<file path="src/rhpq_pkg.sv">
// shared types, constants and handshake structs for the radix heap queue
`default_nettype none
package rhpq_pkg;

  localparam int KEY_W       = 32;
  localparam int CNT_W       = 11;
  localparam int NUM_BUCKETS = 33;
  localparam int BKT_W       = 6;
  localparam int DEF_CAPACITY      = 1024;
  localparam int DEF_PAYLOAD_WIDTH = 32;

  // mode codes
  localparam logic MODE_PUSH = 1'b0;
  localparam logic MODE_POP  = 1'b1;

  // status codes
  localparam logic [1:0] ST_OK    = 2'd0;
  localparam logic [1:0] ST_EMPTY = 2'd1;
  localparam logic [1:0] ST_FULL  = 2'd2;

  typedef struct packed {
    logic               mode;
    logic signed [31:0] key;
    logic signed [31:0] payload;
  } in_item_t;

  typedef struct packed {
    logic signed [31:0] out_key;
    logic signed [31:0] out_payload;
    logic [1:0]         status;
    logic [10:0]        count;
  } out_item_t;

  // controller to datapath
  typedef struct packed {
    logic accept;
    logic dispatch;
    logic alloc;
    logic bkt_a;
    logic bkt_b;
    logic append;
    logic scan;
    logic pop_ht;
    logic min_ev;
    logic rf_key;
    logic pop_take;
    logic load_out;
  } cmd_t;

  // datapath to controller
  typedef struct packed {
    logic is_pop;
    logic full;
    logic empty;
    logic bsel_zero;
    logic walk_at_end;
    logic rf_last;
    logic out_free;
  } sts_t;

endpackage
`default_nettype wire

</file>
<file path="src/rhpq_ctrl.sv">
// sequencer for push, bucket scan, re-file and pop
`default_nettype none
module rhpq_ctrl (
  input  wire logic          clk,
  input  wire logic          rst,
  input  wire logic          item_valid,
  output logic               item_ready,
  input  wire rhpq_pkg::sts_t sts,
  output rhpq_pkg::cmd_t     cmd
);
  import rhpq_pkg::*;

  typedef enum logic [14:0] {
    S_IDLE     = 15'b000000000000001,
    S_DISPATCH = 15'b000000000000010,
    S_ALLOC    = 15'b000000000000100,
    S_BKT_A    = 15'b000000000001000,
    S_BKT_B    = 15'b000000000010000,
    S_APPEND   = 15'b000000000100000,
    S_SCAN     = 15'b000000001000000,
    S_POP_HT   = 15'b000000010000000,
    S_MIN_RD   = 15'b000000100000000,
    S_MIN_EV   = 15'b000001000000000,
    S_RF_RD    = 15'b000010000000000,
    S_RF_KEY   = 15'b000100000000000,
    S_POP_RD   = 15'b001000000000000,
    S_POP_TAKE = 15'b010000000000000,
    S_FIN      = 15'b100000000000000
  } state_t;

  state_t state, state_next;

  // state register
  always_ff @(posedge clk) begin
    if (rst) begin
      state <= S_IDLE;
    end else begin
      state <= state_next;
    end
  end

  // next state
  always_comb begin
    state_next = state;
    case (state)
      S_IDLE:     if (item_valid) state_next = S_DISPATCH;
      S_DISPATCH: begin
        if (sts.is_pop)    state_next = S_SCAN;
        else if (sts.full) state_next = S_FIN;
        else               state_next = S_ALLOC;
      end
      S_ALLOC:    state_next = S_BKT_A;
      S_BKT_A:    state_next = S_BKT_B;
      S_BKT_B:    state_next = S_APPEND;
      S_APPEND: begin
        if (!sts.is_pop)      state_next = S_FIN;
        else if (sts.rf_last) state_next = S_SCAN;
        else                  state_next = S_RF_RD;
      end
      S_SCAN:     state_next = sts.empty ? S_FIN : S_POP_HT;
      S_POP_HT:   state_next = sts.bsel_zero ? S_POP_RD : S_MIN_RD;
      S_MIN_RD:   state_next = S_MIN_EV;
      S_MIN_EV:   state_next = sts.walk_at_end ? S_RF_RD : S_MIN_RD;
      S_RF_RD:    state_next = S_RF_KEY;
      S_RF_KEY:   state_next = S_BKT_A;
      S_POP_RD:   state_next = S_POP_TAKE;
      S_POP_TAKE: state_next = S_FIN;
      S_FIN:      if (sts.out_free) state_next = S_IDLE;
      default:    state_next = S_IDLE;
    endcase
  end

  // command decode
  always_comb begin
    item_ready   = (state == S_IDLE);
    cmd          = '0;
    cmd.accept   = (state == S_IDLE) && item_valid;
    cmd.dispatch = (state == S_DISPATCH);
    cmd.alloc    = (state == S_ALLOC);
    cmd.bkt_a    = (state == S_BKT_A);
    cmd.bkt_b    = (state == S_BKT_B);
    cmd.append   = (state == S_APPEND);
    cmd.scan     = (state == S_SCAN);
    cmd.pop_ht   = (state == S_POP_HT);
    cmd.min_ev   = (state == S_MIN_EV);
    cmd.rf_key   = (state == S_RF_KEY);
    cmd.pop_take = (state == S_POP_TAKE);
    cmd.load_out = (state == S_FIN) && sts.out_free;
  end

`ifndef SYNTH
  a_push_full_no_alloc: assert property (@(posedge clk) disable iff (rst)
    (state == S_DISPATCH && !sts.is_pop && sts.full) |=> (state == S_FIN))
    else $error("full push went on to allocate");
  a_empty_to_fin: assert property (@(posedge clk) disable iff (rst)
    (state == S_SCAN && sts.empty) |=> (state == S_FIN))
    else $error("empty pop did not finish");
  a_accept_only_idle: assert property (@(posedge clk) disable iff (rst)
    cmd.accept |=> (state == S_DISPATCH))
    else $error("transfer outside idle");
`endif
endmodule
`default_nettype wire

</file>
<file path="config.mk">
export PLATFORM = sky130hd
export DESIGN_NAME = rhpq_ctrl
export DESIGN_NICKNAME = d
export VERILOG_FILES = /design/src/rhpq_pkg.sv /design/src/rhpq_ctrl.sv
export SDC_FILE = /design/constraint.sdc
export NUM_CORES = 1
export LEC_CHECK = 0
export BUFFER_PORTS_ARGS = -buffer_cell sky130_fd_sc_hd__buf_4
export CAP_MARGIN = 20
export CORE_UTILIZATION = 40
export DETAILED_ROUTE_END_ITERATION = 7
export GPL_TIMING_DRIVEN = 0
export MAX_ROUTING_LAYER = met4
export SYNTH_ARGS = -nofsm -noshare
export SYNTH_HDL_FRONTEND = slang
export SYNTH_SLANG_ARGS = --single-unit
</file>
<file path="constraint.sdc">
create_clock -name clk -period 2.2 [get_ports clk]
set_clock_uncertainty 0.1 [all_clocks]
set_input_delay 0.11 -clock clk [delete_from_list [all_inputs] [get_ports clk]]
set_output_delay 0.11 -clock clk [all_outputs]
set_load 0.005 [all_outputs]
</file>
==> results.cfg <==
[route]
drt_first_pass_iters = 4
post_drt_wl_per_cell_um = 13.9
avgViaCountPerCell = 5.64
drtIter0Drc = 36
drc = 0
postRouteAntennaNets = 0
vias = 993
wirelength_um = 2440

[sta]
finalCriticalPeriod_ns = 2.17
relSlewSlack_pct = 71.0
whs_ns = 0.0203
rsz0062_at_grt = true
max_freq_mhz = 460
tns_ns = 0
hold_violations = 0
tightest_slew_ns = 0.435
final.period_utilization_pct = 98.8
final-setup-viol-count = 0
maxSlewViolCount = 0

[placement]
dp_hpwl_um = 1740
place.gp.congestion = 0.802
dp.cells = 162
placed_area_um2 = 1120
port_buffers = 22

[synthesis]
synth_top_area_share_pct = 32.5
netlist_instances = 112
post-synth-top-area-cell = dfxtp_1
avgSynthCellArea_um2 = 8.26
synth_area_leaders = dfxtp_1 32%, nor4_1 6.8%, nor3_1 4.3%, xnor2_1 3.8%, nor2_1 3.7%
ys_ff_latch = 15
synth.distinct_cells = 38
netlist_area_um2 = 925
ys_warn_count = 0
synth_fp_nets = 122
yosysSeqAreaShare_pct = 32.5

[pwr]
p_leak_nw = 0.539
comb_power_share_pct = 21.6
p_switching_mw = 0.152
seqPwrFrac_pct = 49.5
clock_power_share_pct = 28.8
peakVddDrop_uv = 324
intPower_mw = 0.416
p_per_area_nw_per_um2 = 432
switching_share_pct = 26.7

[global_route]
grt_pass1_vias = 873
antenna_found_initial = 0
track_usage_pct = 22.0
overflow = 0
grt_max_degree = 11
grt_first_pass_wirelength_um = 3950

[run]
cap_violations = 0

[clock_network]
cts_tree = yes
clk_latency_ns = 0.29
clockBufferDepth = 2
cts_buffers = 3
path_clk_slew_ns = 0.10
cts.sinks = 15
h-tree-depth = 1
clockRootBuffer = clkbuf_4

[setup_path]
path_cells = clkbuf_1 > or4_4 > nor4_4 > and4b_1 > buf_4
crit_slowest_cell = or4_4
critPathRequiredTime_ns = 1.99
slowest_delay_ns = 0.51
cp.arrival_ns = 1.96
r2r_start = state[1]$_SDFFE_PP0P_
cp.buffers_inverters = 2
crit_fanout = 8
crit_start = state[1]$_SDFFE_PP0P_
end_kind = output pin
critPathLaunchType = flip-flop
path_class = flip-flop to output pin
cpLargestDelayFamily = simple AND/OR/NAND/NOR gates

[layout]
nFillCells = 202
final_cell_mix = 25 x buf_4, 10 x dfxtp_1, 9 x nor2_1
syn_to_final_growth_pct = 41.9
biggestRegsByFlops = state: 15 flops
regMostFlops = state
layout_commonest_cell = buf_4
antennaDiodeCount = 0
nNetsFinal = 159
largest_reg_flops = 15
stdcell_area_um2 = 1310
final_util_pct = 59.9
layout.cells.non_filler = 176
drive_gt1_share_pct = 35.1

[die]
dieArea_um2 = 2510
row_count = 17
coreArea_um2 = 2190
die_h_um = 50.1
dieWidth_um = 50.1
design.portCount = 23
start_util_pct = 42.2

[hold_path]
holdCritStartpoint = rst
min_path_type = primary input to flip-flop

[outcome]
status = completed
==> cell type report <==
class                   count  area [µm²]  share of cell area (%)
plain buffers               3        18.8                    1.43
inverters                   6        22.5                    1.72
clock buffers               4        26.3                    2.00
multi-input cells          86         621                    47.3
repair buffers             34         280                    21.4
flip-flops and latches     15         309                    23.5
well taps                  28        35.0                    2.67
==> synth_stat cells (all sizes together) <==
cell type and n:
nor4 11, o22ai 1, buf 2, dfxtp 15, o32a 1, and4b 2
and2 2, nand4b 2, and2b 1, nor3b 3, inv 6, and3 4
or4b 2, o21ai 4, or2 1, nor3 8, o31a 1, xnor2 4
a22oi 1, or4 4, nand2b 1, nor2b 3, nor4bb 1, xor2 2
nor2 9, a31oi 1, or3 2, a21oi 3, a32oi 2, o31ai 2
nand2 7, nand3 1, clkbuf 3
==> power by group through the flow <==
stage,combinational (mW),clock (mW),sequential [mW]
after floorplan,0.0544,0,0.286
after global placement,0.0907,0,0.288
after detailed placement,0.0911,0,0.288
after CTS,0.117,0.169,0.282
after global routing,0.135,0.175,0.282
final,0.123,0.164,0.281
==> repair_timing <==
action,in CTS,in global routing
setup endpoints to repair,8,9
gates resized for setup,8,11
gates cloned,0,0
setup buffers,3,2
pin swaps,4,5
hold buffers,7,0
endpoints found under the hold margin,6,0
==> layer usage <==
layer	global-route usage, %	share of wire (%)	vias to the layer above
met5	-	0	-
met4	13.8	2.7	0
met3	2.78	3.5	6
met2	31.8	46	30
met1	28.5	48	464
li1	-	-	493
==> worst min-delay path, stage by stage <==
cell	delay (ns)
buf_4	0.11
or4b_2	0.12
nor4_1	0.04
==> stage by stage <==
| step | total power, mW | setup slack [ns] |
|---|---|---|
| 3_5_place_dp | 0.379 | 0.0483 |
| 5_1_grt | 0.592 | -0.0479 |
| 3_3_place_gp | 0.379 | 0.0573 |
| 6_report | 0.567 | 0.0258 |
| 4_1_cts | 0.568 | 0.000734 |
| 2_1_floorplan | 0.341 | 0.260 |
==> logic make-up (layout without fill, tap and decap cells) <==
group                     after synthesis  count (layout)  synth area share [%]
DFF                                    15              15                  32.5
buffers and inverters                  11              47                  6.09
xor gates and xnor gates                6               6                  5.68
AOI/OAI and AO/OA                      16              16                  11.5
and+or+nand+nor                        64              64                  44.3
==> final timing paths <==
path                            slack, ns  depth (start not counted)                endpoint
worst max-delay path                 0.03                          5                  cmd[0]
worst min register to register       0.41                          1  state[11]$_SDFFE_PP0P_
worst min-delay path                 0.02                          3  state[13]$_SDFFE_PP0P_
worst max register to register       0.12                          6   state[0]$_SDFFE_PP1P_
Note: power is estimated with default switching activity, not from simulation.
